==> config.mk <==
export PLATFORM = sky130hd
export DESIGN_NAME = uyvy_to_bgr_converter
export DESIGN_NICKNAME = d
export VERILOG_FILES = /design/src/rtl/core/u2b_pkg.sv /design/src/rtl/core/u2b_chroma.sv /design/src/rtl/core/u2b_lane.sv /design/src/rtl/core/uyvy_to_bgr_converter.sv
export VERILOG_INCLUDE_DIRS = /design/src /design/src/rtl/core
export SDC_FILE = /design/constraint.sdc
export NUM_CORES = 1
export LEC_CHECK = 0
export BUFFER_PORTS_ARGS = -buffer_cell sky130_fd_sc_hd__clkbuf_2
export CAP_MARGIN = 20
export CORE_MARGIN = 2
export CORE_UTILIZATION = 60
export CTS_BUF_LIST = sky130_fd_sc_hd__clkbuf_4
export CTS_CLUSTER_SIZE = 20
export DETAILED_ROUTE_END_ITERATION = 10
export HOLD_SLACK_MARGIN = 0.08
export PLACE_DENSITY = 0.87
export SLEW_MARGIN = 20
export SYNTH_ARGS = -nofsm -noshare
export SYNTH_HDL_FRONTEND = slang
export SYNTH_SLANG_ARGS = --single-unit
export TNS_END_PERCENT = 5
==> constraint.sdc <==
create_clock -name clock -period 5.4 [get_ports clock]
set_input_delay 0.27 -clock clock [delete_from_list [all_inputs] [get_ports clock]]
set_output_delay 0.27 -clock clock [all_outputs]
set_load 0.01 [all_outputs]
==> src/rtl/core/uyvy_to_bgr_converter_macros.svh <==
// Assertion macros shared by the UYVY to BGR converter RTL.
// Define ASSERT_OFF to compile every assertion away; no other dependencies.
`ifndef UYVY_TO_BGR_CONVERTER_MACROS_SVH
`define UYVY_TO_BGR_CONVERTER_MACROS_SVH

`ifndef ASSERT_OFF
// Checks a property at each rising clock edge outside reset.
`define U2B_ASSERT(label, clk, rst, prop) \
   label: assert property (@(posedge clk) disable iff (rst) (prop)) \
      else $error("u2b assertion failed");
// Checks that an expression is never true outside reset.
`define U2B_ASSERT_NEVER(label, clk, rst, expr) \
   `U2B_ASSERT(label, clk, rst, !(expr))
`else
`define U2B_ASSERT(label, clk, rst, prop)
`define U2B_ASSERT_NEVER(label, clk, rst, expr)
`endif

`endif

==> src/rtl/core/u2b_pkg.sv <==
// Package for the UYVY to BGR converter: widths, Q14 coefficients and shared types.
// No dependencies; imported by every module of the block.
`timescale 1ns / 1ps

package u2b_pkg;

   localparam int SAMPLE_W  = 8;
   localparam int COEF_W    = 17;
   localparam int PROD_W    = 25;
   localparam int FRAC_BITS = 14;
   localparam int OFS_W     = PROD_W - FRAC_BITS;
   localparam int SUM_W     = 12;

   localparam logic [SAMPLE_W-1:0] CHROMA_BIAS = 8'd128;

   localparam logic signed [COEF_W-1:0] COEF_U_BLUE  = 17'sd33292;
   localparam logic signed [COEF_W-1:0] COEF_V_GREEN = -17'sd9519;
   localparam logic signed [COEF_W-1:0] COEF_U_GREEN = 17'sd6472;
   localparam logic signed [COEF_W-1:0] COEF_V_RED   = 17'sd18678;
   localparam logic signed [PROD_W-1:0] ROUND_TERM   = 25'sd8192;

   // Chroma offsets shared by both pixels of a macropixel.
   typedef struct packed {
      logic signed [OFS_W-1:0] blue;
      logic signed [OFS_W-1:0] green;
      logic signed [OFS_W-1:0] red;
   } chroma_ofs_type;

   // One output pixel.
   typedef struct packed {
      logic [SAMPLE_W-1:0] red;
      logic [SAMPLE_W-1:0] green;
      logic [SAMPLE_W-1:0] blue;
   } pixel_type;

   // Load enables of the pipeline stages.
   typedef struct packed {
      logic s1_load;
      logic s2_load;
   } pipe_ctrl_type;

endpackage

==> src/rtl/core/u2b_chroma.sv <==
// Shared chroma unit: removes the chroma bias, forms the Q14 products and
// rounds them to the three color offsets. Depends on u2b_pkg.
`timescale 1ns / 1ps

module u2b_chroma (
   input  logic                          clock,
   input  u2b_pkg::pipe_ctrl_type        ctrl,
   input  logic [u2b_pkg::SAMPLE_W-1:0]  cb_sample,
   input  logic [u2b_pkg::SAMPLE_W-1:0]  cr_sample,
   output u2b_pkg::chroma_ofs_type       offsets
);
   import u2b_pkg::*;

   logic signed [SAMPLE_W-1:0] u_s;
   logic signed [SAMPLE_W-1:0] v_s;
   logic signed [PROD_W-1:0]   u_wide;
   logic signed [PROD_W-1:0]   v_wide;

   logic signed [PROD_W-1:0] prod_ub_in, prod_ub_ff;
   logic signed [PROD_W-1:0] prod_vg_in, prod_vg_ff;
   logic signed [PROD_W-1:0] prod_ug_in, prod_ug_ff;
   logic signed [PROD_W-1:0] prod_vr_in, prod_vr_ff;

   logic signed [PROD_W-1:0] green_sum;
   logic signed [PROD_W-1:0] blue_rnd;
   logic signed [PROD_W-1:0] green_rnd;
   logic signed [PROD_W-1:0] red_rnd;
   chroma_ofs_type           ofs_in, ofs_ff;

   // Subtracting the bias in eight bits leaves the signed chroma value.
   always_comb begin
      u_s    = $signed(cb_sample - CHROMA_BIAS);
      v_s    = $signed(cr_sample - CHROMA_BIAS);
      u_wide = PROD_W'(u_s);
      v_wide = PROD_W'(v_s);
      prod_ub_in = u_wide * PROD_W'(COEF_U_BLUE);
      prod_vg_in = v_wide * PROD_W'(COEF_V_GREEN);
      prod_ug_in = u_wide * PROD_W'(COEF_U_GREEN);
      prod_vr_in = v_wide * PROD_W'(COEF_V_RED);
   end

   always_ff @(posedge clock) begin
      if (ctrl.s1_load) begin
         prod_ub_ff <= prod_ub_in;
         prod_vg_ff <= prod_vg_in;
         prod_ug_ff <= prod_ug_in;
         prod_vr_ff <= prod_vr_in;
      end
   end

   // Taking the upper bits of the rounded value is a floor shift by FRAC_BITS.
   always_comb begin
      green_sum    = prod_vg_ff - prod_ug_ff;
      blue_rnd     = prod_ub_ff + ROUND_TERM;
      green_rnd    = green_sum + ROUND_TERM;
      red_rnd      = prod_vr_ff + ROUND_TERM;
      ofs_in.blue  = $signed(blue_rnd[PROD_W-1:FRAC_BITS]);
      ofs_in.green = $signed(green_rnd[PROD_W-1:FRAC_BITS]);
      ofs_in.red   = $signed(red_rnd[PROD_W-1:FRAC_BITS]);
   end

   always_ff @(posedge clock) begin
      if (ctrl.s2_load) begin
         ofs_ff <= ofs_in;
      end
   end

   assign offsets = ofs_ff;

endmodule

==> src/rtl/core/u2b_lane.sv <==
// One pixel lane: adds the shared chroma offsets to a luma byte and clamps
// each sum to a byte. Depends on u2b_pkg.
`timescale 1ns / 1ps

module u2b_lane (
   input  logic [u2b_pkg::SAMPLE_W-1:0] luma,
   input  u2b_pkg::chroma_ofs_type      offsets,
   output u2b_pkg::pixel_type           pixel
);
   import u2b_pkg::*;

   function automatic logic [SAMPLE_W-1:0] clamp_sum(
      input logic [SAMPLE_W-1:0] y,
      input logic signed [OFS_W-1:0] ofs
   );
      logic signed [SUM_W-1:0] sum;
      sum = $signed(SUM_W'(y)) + SUM_W'(ofs);
      if (sum[SUM_W-1]) begin
         clamp_sum = '0;
      end else if (sum[SUM_W-2:SAMPLE_W] != '0) begin
         clamp_sum = '1;
      end else begin
         clamp_sum = sum[SAMPLE_W-1:0];
      end
   endfunction

   always_comb begin
      pixel.blue  = clamp_sum(luma, offsets.blue);
      pixel.green = clamp_sum(luma, offsets.green);
      pixel.red   = clamp_sum(luma, offsets.red);
   end

endmodule

==> src/rtl/core/uyvy_to_bgr_converter.sv <==
// Top level of the UYVY to BGR converter: stream handshake, pipeline control,
// two pixel lanes and the merging output register. Uses u2b_pkg, u2b_chroma, u2b_lane.
`timescale 1ns / 1ps
`include "uyvy_to_bgr_converter_macros.svh"

// Usage:
// The req_ channel carries one UYVY macropixel per transaction: the U byte,
// the first luma, the V byte and the second luma. The rsp_ channel returns one
// transaction per macropixel holding two BGR pixels that share its chroma.
// There is no configuration port and no state between macropixels.
//
// On its way to rsp_tvalid an accepted request passes the chroma product stage,
// the stage rounding the products into offsets, and the output register that
// merges the results of the two pixel lanes.
// Throughput is one macropixel per clock while the receiver accepts; each stage
// reloads whenever the stage after it is empty or moving, so a full pipeline streams without gaps.
//
// When the receiver stalls, the output register holds its transaction and
// stable data; the stages behind it keep filling until every stage is
// occupied, and only then does req_tready fall. Synchronous reset empties
// all three stages; data registers are not cleared.
module uyvy_to_bgr_converter (
   input  logic        clock,
   input  logic        reset,
   input  logic        req_tvalid,
   output logic        req_tready,
   // [7:0] cb_sample, [15:8] luma_first, [23:16] cr_sample, [31:24] luma_second
   input  logic [31:0] req_tdata,
   output logic        rsp_tvalid,
   input  logic        rsp_tready,
   // [7:0] blue_first, [15:8] green_first, [23:16] red_first,
   // [31:24] blue_second, [39:32] green_second, [47:40] red_second
   output logic [47:0] rsp_tdata
);
   import u2b_pkg::*;

   logic [SAMPLE_W-1:0] cb_sample;
   logic [SAMPLE_W-1:0] luma_first;
   logic [SAMPLE_W-1:0] cr_sample;
   logic [SAMPLE_W-1:0] luma_second;

   logic s1_valid_ff, s1_valid_in;
   logic s2_valid_ff, s2_valid_in;
   logic out_valid_ff, out_valid_in;
   logic out_load;
   pipe_ctrl_type ctrl;

   logic [2*SAMPLE_W-1:0] s1_luma_ff;
   logic [2*SAMPLE_W-1:0] s2_luma_ff;
   chroma_ofs_type        offsets;
   pixel_type             pixel_first;
   pixel_type             pixel_second;
   logic [47:0]           out_data_in, out_data_ff;

   assign cb_sample   = req_tdata[7:0];
   assign luma_first  = req_tdata[15:8];
   assign cr_sample   = req_tdata[23:16];
   assign luma_second = req_tdata[31:24];

   // A stage loads when it is empty or when its contents move on this cycle.
   always_comb begin
      out_load     = !out_valid_ff || rsp_tready;
      ctrl.s2_load = !s2_valid_ff || out_load;
      ctrl.s1_load = !s1_valid_ff || ctrl.s2_load;
      req_tready   = ctrl.s1_load;
      s1_valid_in  = ctrl.s1_load ? req_tvalid : s1_valid_ff;
      s2_valid_in  = ctrl.s2_load ? s1_valid_ff : s2_valid_ff;
      out_valid_in = out_load ? s2_valid_ff : out_valid_ff;
   end

   always_ff @(posedge clock) begin
      if (reset) begin
         s1_valid_ff  <= 1'b0;
         s2_valid_ff  <= 1'b0;
         out_valid_ff <= 1'b0;
      end else begin
         s1_valid_ff  <= s1_valid_in;
         s2_valid_ff  <= s2_valid_in;
         out_valid_ff <= out_valid_in;
      end
   end

   // The luma bytes travel beside the chroma unit until the lanes need them.
   always_ff @(posedge clock) begin
      if (ctrl.s1_load) begin
         s1_luma_ff <= {luma_second, luma_first};
      end
      if (ctrl.s2_load) begin
         s2_luma_ff <= s1_luma_ff;
      end
   end

   u2b_chroma u_chroma (
      .clock     (clock),
      .ctrl      (ctrl),
      .cb_sample (cb_sample),
      .cr_sample (cr_sample),
      .offsets   (offsets)
   );

   u2b_lane u_lane_first (
      .luma    (s2_luma_ff[SAMPLE_W-1:0]),
      .offsets (offsets),
      .pixel   (pixel_first)
   );

   u2b_lane u_lane_second (
      .luma    (s2_luma_ff[2*SAMPLE_W-1:SAMPLE_W]),
      .offsets (offsets),
      .pixel   (pixel_second)
   );

   // Merge the two lanes into one BGR pair, blue of the first pixel lowest.
   assign out_data_in = {pixel_second.red, pixel_second.green, pixel_second.blue,
                         pixel_first.red, pixel_first.green, pixel_first.blue};

   always_ff @(posedge clock) begin
      if (out_load) begin
         out_data_ff <= out_data_in;
      end
   end

   assign rsp_tvalid = out_valid_ff;
   assign rsp_tdata  = out_data_ff;

   // With an empty output register nothing can hold back the input.
   `U2B_ASSERT(a_ready_when_out_empty, clock, reset, !out_valid_ff |-> req_tready)
   // An accepted transaction always occupies the first stage.
   `U2B_ASSERT(a_accept_fills_s1, clock, reset,
      (req_tvalid && req_tready) |=> s1_valid_ff)
   // A blocked first stage keeps its transaction and its luma bytes.
   `U2B_ASSERT(a_s1_holds, clock, reset,
      (s1_valid_ff && !ctrl.s2_load) |=> (s1_valid_ff && $stable(s1_luma_ff)))
   // A finished offset stage moves into a free output register.
   `U2B_ASSERT(a_s2_drains, clock, reset, (s2_valid_ff && out_load) |=> rsp_tvalid)
   // A full pipeline with a stalled receiver refuses new input.
   `U2B_ASSERT_NEVER(a_no_overrun, clock, reset,
      s1_valid_ff && s2_valid_ff && out_valid_ff && !rsp_tready && req_tready)

endmodule
-- After elaboration in Yosys (flattened, before gate mapping)
Cells that the tools add are included.
- add/subtract/negate cells: 12
- multiply operators: 4
- muxes and demuxes: 6
- reductions and logical operators: 12
- operators by type and width (operator ; count):
    $add 25x15->25 const B ; 3
    $add 9x11->12 ; 6
    $mul 8x15->23 const B ; 3
    $mux 8 ; 6
    $sub 25x25->25 ; 1
    $mul 8x11->19 const B ; 1
    $reduce_bool 3->1 ; 6
    $sub 8x8->8 const B ; 2
    $logic_not 1->1 ; 3
    $logic_or 1x1->1 ; 3
- register bits: 210
- output and inout port bits: 50

-- Depth between registers and ports, before layout
- depth in word-level cells: 4
- depth in mapped cells: 16
- depth with buffers taken out: 16

-- Modules after synthesis
A second synthesis with hierarchy kept.
- cell total of the unflattened synthesis: 1438
- area total of the unflattened synthesis: 15727.6 µm²
- by module, submodules not included (module ; times used ; cells an instance ; area each (µm²)):
    u2b_chroma ; 1 ; 992 ; 10628.9
    u2b_lane ; 2 ; 177 ; 1293.7
    uyvy_to_bgr_converter ; 1 ; 92 ; 2511.2

-- Least setup slack after synthesis
OpenSTA, ideal clock, no wires.
- path kind: input port to flip-flop
- start point: input port req_tdata[23]
- end point: register u_chroma.prod_vg_ff[19] (data pin)
- library setup time: 0.259 ns
- arrival time: 3.907 ns
- data required time: 5.141 ns
- path slack: 1.234 ns
- stages on the path: 16
- path through: inv_1 -> ha_1 -> inv_1 -> fa_1 -> inv_1 -> fa_1 -> inv_1 -> fa_1 -> inv_1 -> ha_1 -> a21oi_1 -> nand2_1 -> o221a_2 -> a211o_1 -> a21oi_1 -> xnor2_1
- word-level cells in the longest chain between the ends: 2
- ends and longest elaborated chain (item ; line ; text):
    start: declaration ; uyvy_to_bgr_converter.sv:28 ; input logic [31:0] req_tdata,
    $sub 8x8->8 ; u2b_chroma.sv:33 ; v_s = $signed(cr_sample - CHROMA_BIAS);
    $mul 8x15->23 ; u2b_chroma.sv:37 ; prod_vg_in = v_wide * PROD_W'(COEF_V_GREEN);
    named net u_chroma.prod_vg_in[19] ; u2b_chroma.sv:20 ; logic signed [PROD_W-1:0] prod_vg_in, prod_vg_ff;
    end signal: assignment ; u2b_chroma.sv:45 ; prod_vg_ff <= prod_vg_in;
    end: declaration ; u2b_chroma.sv:20 ;
The timed path passes the listed nets, and every way through them passes these cells.
A chain may end at the register's enable or synchronous reset.

-- Worst setup path after layout
- start point: input port req_tdata[18]
- end point: register u_chroma.prod_vr_ff[19] (data pin)
- word-level cells in the longest chain between the ends: 2
- ends and longest elaborated chain (item ; line ; text):
    $sub 8x8->8 ; u2b_chroma.sv:33 ;
    $mul 8x15->23 ; u2b_chroma.sv:39 ; prod_vr_in = v_wide * PROD_W'(COEF_V_RED);
    named net u_chroma.prod_vr_in[19] ; u2b_chroma.sv:22 ; logic signed [PROD_W-1:0] prod_vr_in, prod_vr_ff;
    end signal: assignment ; u2b_chroma.sv:47 ; prod_vr_ff <= prod_vr_in;
    end: declaration ; u2b_chroma.sv:22 ;
The timed path passes the listed nets, and every way through them passes these cells.

==> flow_metrics.tcl <==
set metrics [dict create \
    outcome "finished, violations left" \
    violations "DRC" \
    p_sw_uw 4010 \
    clk_pin_slew_ns 0.16 \
    clkLatencyLatePin_ns 0.60 \
    slew_headroom_pct 32.9 \
    synthAdderAreaFrac_pct 32.1 \
    first_global_vias 11900 \
    cts_buffers 17 \
    drive_gt1_share_pct 9.02 \
    synth_top_family_by_area "adder cells" \
    clkPwrFrac_pct 8.9 \
    fin_nets 2015 \
    grt_max_degree 82 \
    netlist_area_um2 16000 \
    synth_cell_types 65 \
    p_int_uw 5000 \
    gr-total-overflow 0 \
    synthSimpleGateAreaFrac_pct 8.09 \
    num_rows 59 \
    die_x_um 167 \
    synth_flop_cell "edfxtp_1" \
    pwr-share-seq_pct 28.3 \
    clk_path_buf_depth 2 \
    cts_resized 0 \
    synth_enable_flop_cells 177 \
    via_count 11800 \
    finalSetupViolCount 0 \
    synthesis.nets 1891 \
    avgSynthCellArea_um2 10.7 \
    power_frac_comb_pct 62.8 \
    die_h_um 167 \
    fin_setup_tns_ns 0 \
    synth_warnings 0 \
    drc 10 \
    synth_compound_area_share_pct 15.1 \
    area_delta_synth_final_pct 8.73 \
    detail_route.wl_per_cell_um 17.8 \
    initial_core_util_pct 61.3 \
    fin_crit_ns 4.59 \
    cp-end-kind "register" \
    synth_xor_area_share_pct 5.53 \
    worstPathRequired_ns 5.75 \
    dp_cells 1908 \
    finalCritPeriodShare_pct 84.9 \
    ios 86 \
    syn_inst 1492 \
    cts-htree-levels 4 \
    hold_class "in -> reg" \
    synthArstFlopShare_pct 0 \
    start_kind "primary input" \
    first_pass_iters 10 \
    maxCapViolCount 0 \
    place_hpwl_mm 27.9 \
    finalClockSkew_ns 0.0276 \
    dieArea_um2 28000 \
    tightest_slew_ns 1.01 \
    drv_slew 0 \
    synth-seq-cells 180 \
    root_buffer "clkbuf_4" \
    rsz0062_at_grt "no" \
    netSwitchingFraction_pct 44.5 \
    cts.sinks 180 \
    antenna_found_initial 1 \
    powerDensity_nw_per_um2 518 \
    fmax_ghz 0.218 \
    final_cells 1965 \
    vdd_drop_max_uv 254 \
    cts_tree "yes" \
    hold_viol 0 \
    power.leakage_uw 0.00824 \
    antenna_left 0 \
    floorplan.core_area_um2 26100 \
    grt_use_total_pct 25.3 \
    portBuffers 85 \
    wl_mm 34.9 \
    viasPerCell 6.01 \
    path_max_fanout 7 \
    arrival_ns 4.93 \
    gp_congestion 0.952 \
    grt_first_pass_wirelength_mm 57.0 \
    seq_area_frac_synth_pct 33.6 \
    synth_mux_area_share_pct 0.313 \
    worstSetupPathType "in -> reg" \
    first_iter_violations 1018 \
]
through the flow:
step                hold WS [ns]  instance area [µm²]  worst slack [ns]  utilization (%)  power, µW
floorplan                  0.342                16000              1.23                -       6710
global placement           0.402                16800             0.844             64.5       7790
detailed placement         0.405                16800             0.690             64.5       8080
CTS                       0.0915                17400             0.922             66.6       8930
global route              0.0856                17400             0.698             66.6       9720
finish                     0.115                17400             0.814             66.6       9010
synth_stat cells (3+ instances only):
cell       count  share of area, %
a211oi_1      19              0.89
fa_1          79               9.9
o21bai_1       9              0.42
edfxtp_1     177                33
o21ai_1       17              0.53
xnor2_1       63               3.4
nand3_1       31              0.97
nand3b_1       4              0.19
o22ai_1        3              0.12
nand4_1       17              0.66
o211ai_1      20              0.94
a31oi_1       12              0.47
dfxtp_1        3              0.38
and3_1        13              0.51
a21boi_1       4              0.19
xor2_1        38               2.1
or2_2          6              0.23
a21oi_1       82               2.6
ha_1         284                22
clkbuf_1       5              0.12
a31o_2         3              0.16
mux2i_1        5              0.31
inv_1        223               5.2
o2111ai_1      5              0.27
a31o_1         3              0.16
o21a_1        41               1.9
nor2b_1       18              0.70
nor2_1        70               1.6
nor3_1        17              0.53
a21boi_0       5              0.23
a21o_1        47               2.2
o21ai_0       39               1.2
nand2b_1      10              0.39
or3_1          4              0.16
nand2_1       59               1.4
and2_1         6              0.23
a221oi_1      11              0.60
a211o_1        4              0.22
layout make-up:
class / count / area [µm²]
Antenna cell: 1 / 2.50
Clock buffer: 18 / 135
Clock inverter: 14 / 170
Fill cell: 1915 / 8730
Inverter: 223 / 837
Multi-Input combinational cell: 1084 / 9790
Sequential cell: 180 / 5380
Tap cell: 335 / 419
Timing Repair Buffer: 110 / 673
cell usage in the layout (no fill, tap or decap), types with 12 or more instances in the layout:
cell           count
nand3_1           31
clkbuf_2          85
clkbuf_4          18
a31oi_1           12
o21ai_0           39
edfxtp_1         177
nor2_1            70
o21a_1            41
xor2_1            38
inv_1            221
and3_1            13
nor2b_1           18
a21oi_1           82
xnor2_1           63
dlygate4sd3_1     24
fa_1              79
a21o_1            47
ha_1             284
nand2_1           58
a211oi_1          19
nand4_1           17
o211ai_1          20
nor3_1            17
o21ai_1           17
path summary, 6_finish.rpt:
check | startpoint | endpoint | slack (ns) | cells after the start
hold reg to reg | s1_luma_ff[6] | s2_luma_ff[6] | 0.44 | 0
hold / removal | req_tdata[17] | u_chroma.prod_vg_ff[1] | 0.11 | 1
setup / recovery | req_tdata[18] | u_chroma.prod_vr_ff[19] | 0.81 | 18
setup reg to reg | s2_luma_ff[8] | rsp_tdata[26] | 2.48 | 9
layer usage:
| layer | routed length (µm) | vias up | track usage, % |
|---|---|---|---|
| met4 | 1170 | 0 | 9.91 |
| met3 | 1630 | 96 | 3.92 |
| met1 | 14300 | 5712 | 30.2 |
| met2 | 17800 | 394 | 46.1 |
| met5 | 0 | - | 0 |
| li1 | - | 5614 | - |
what timing repair did:
item	in CTS	in global routing
setup endpoints to repair	0	0
hold buffers	24	0
buffers inserted	0	0
endpoints found under the hold margin	24	0
power by group through the flow:
stage               Sequential (µW)  Clock [µW]  Combinational (µW)
floorplan                      2560           0                4150
global placement               2550           0                5240
detailed placement             2590           0                5490
CTS                            2550         813                5570
global route                   2590         877                6250
finish                         2550         803                5660
kinds of logic after synthesis:
kind of cell               Yosys count
AOI/OAI and AO/OA                  350
buffers and inverters              228
DFF                                180
adders and majority gates          363
and+or+nand+nor                    265
muxes                                5
xor gates and xnor gates           101
critical path, stage by stage:
cell and delay (ns):
dlygate4sd3_1 0.53, clkbuf_2 0.23, inv_1 0.11, fa_1 0.68, inv_1 0.12, ha_1 0.18, or2_2 0.30, fa_1 0.51
inv_1 0.06, fa_1 0.53, inv_1 0.04, ha_1 0.20, a211oi_1 0.27, nand2_1 0.11, a21oi_1 0.19, nand2_1 0.16
a221oi_1 0.32, xnor2_1 0.11
registers in the layout, summed over array words and instances (netlist names):
signal	cells
s2_valid_ff	1
u_chroma.prod_vg_ff	22
s1_luma_ff	16
u_chroma.prod_vr_ff	11
rsp_tvalid	1
u_chroma.prod_ug_ff	18
u_chroma.prod_ub_ff	13
s1_valid_ff	1
rsp_tdata	48
u_chroma.offsets	33
s2_luma_ff	16
Note: power is estimated with default switching activity, not from simulation.
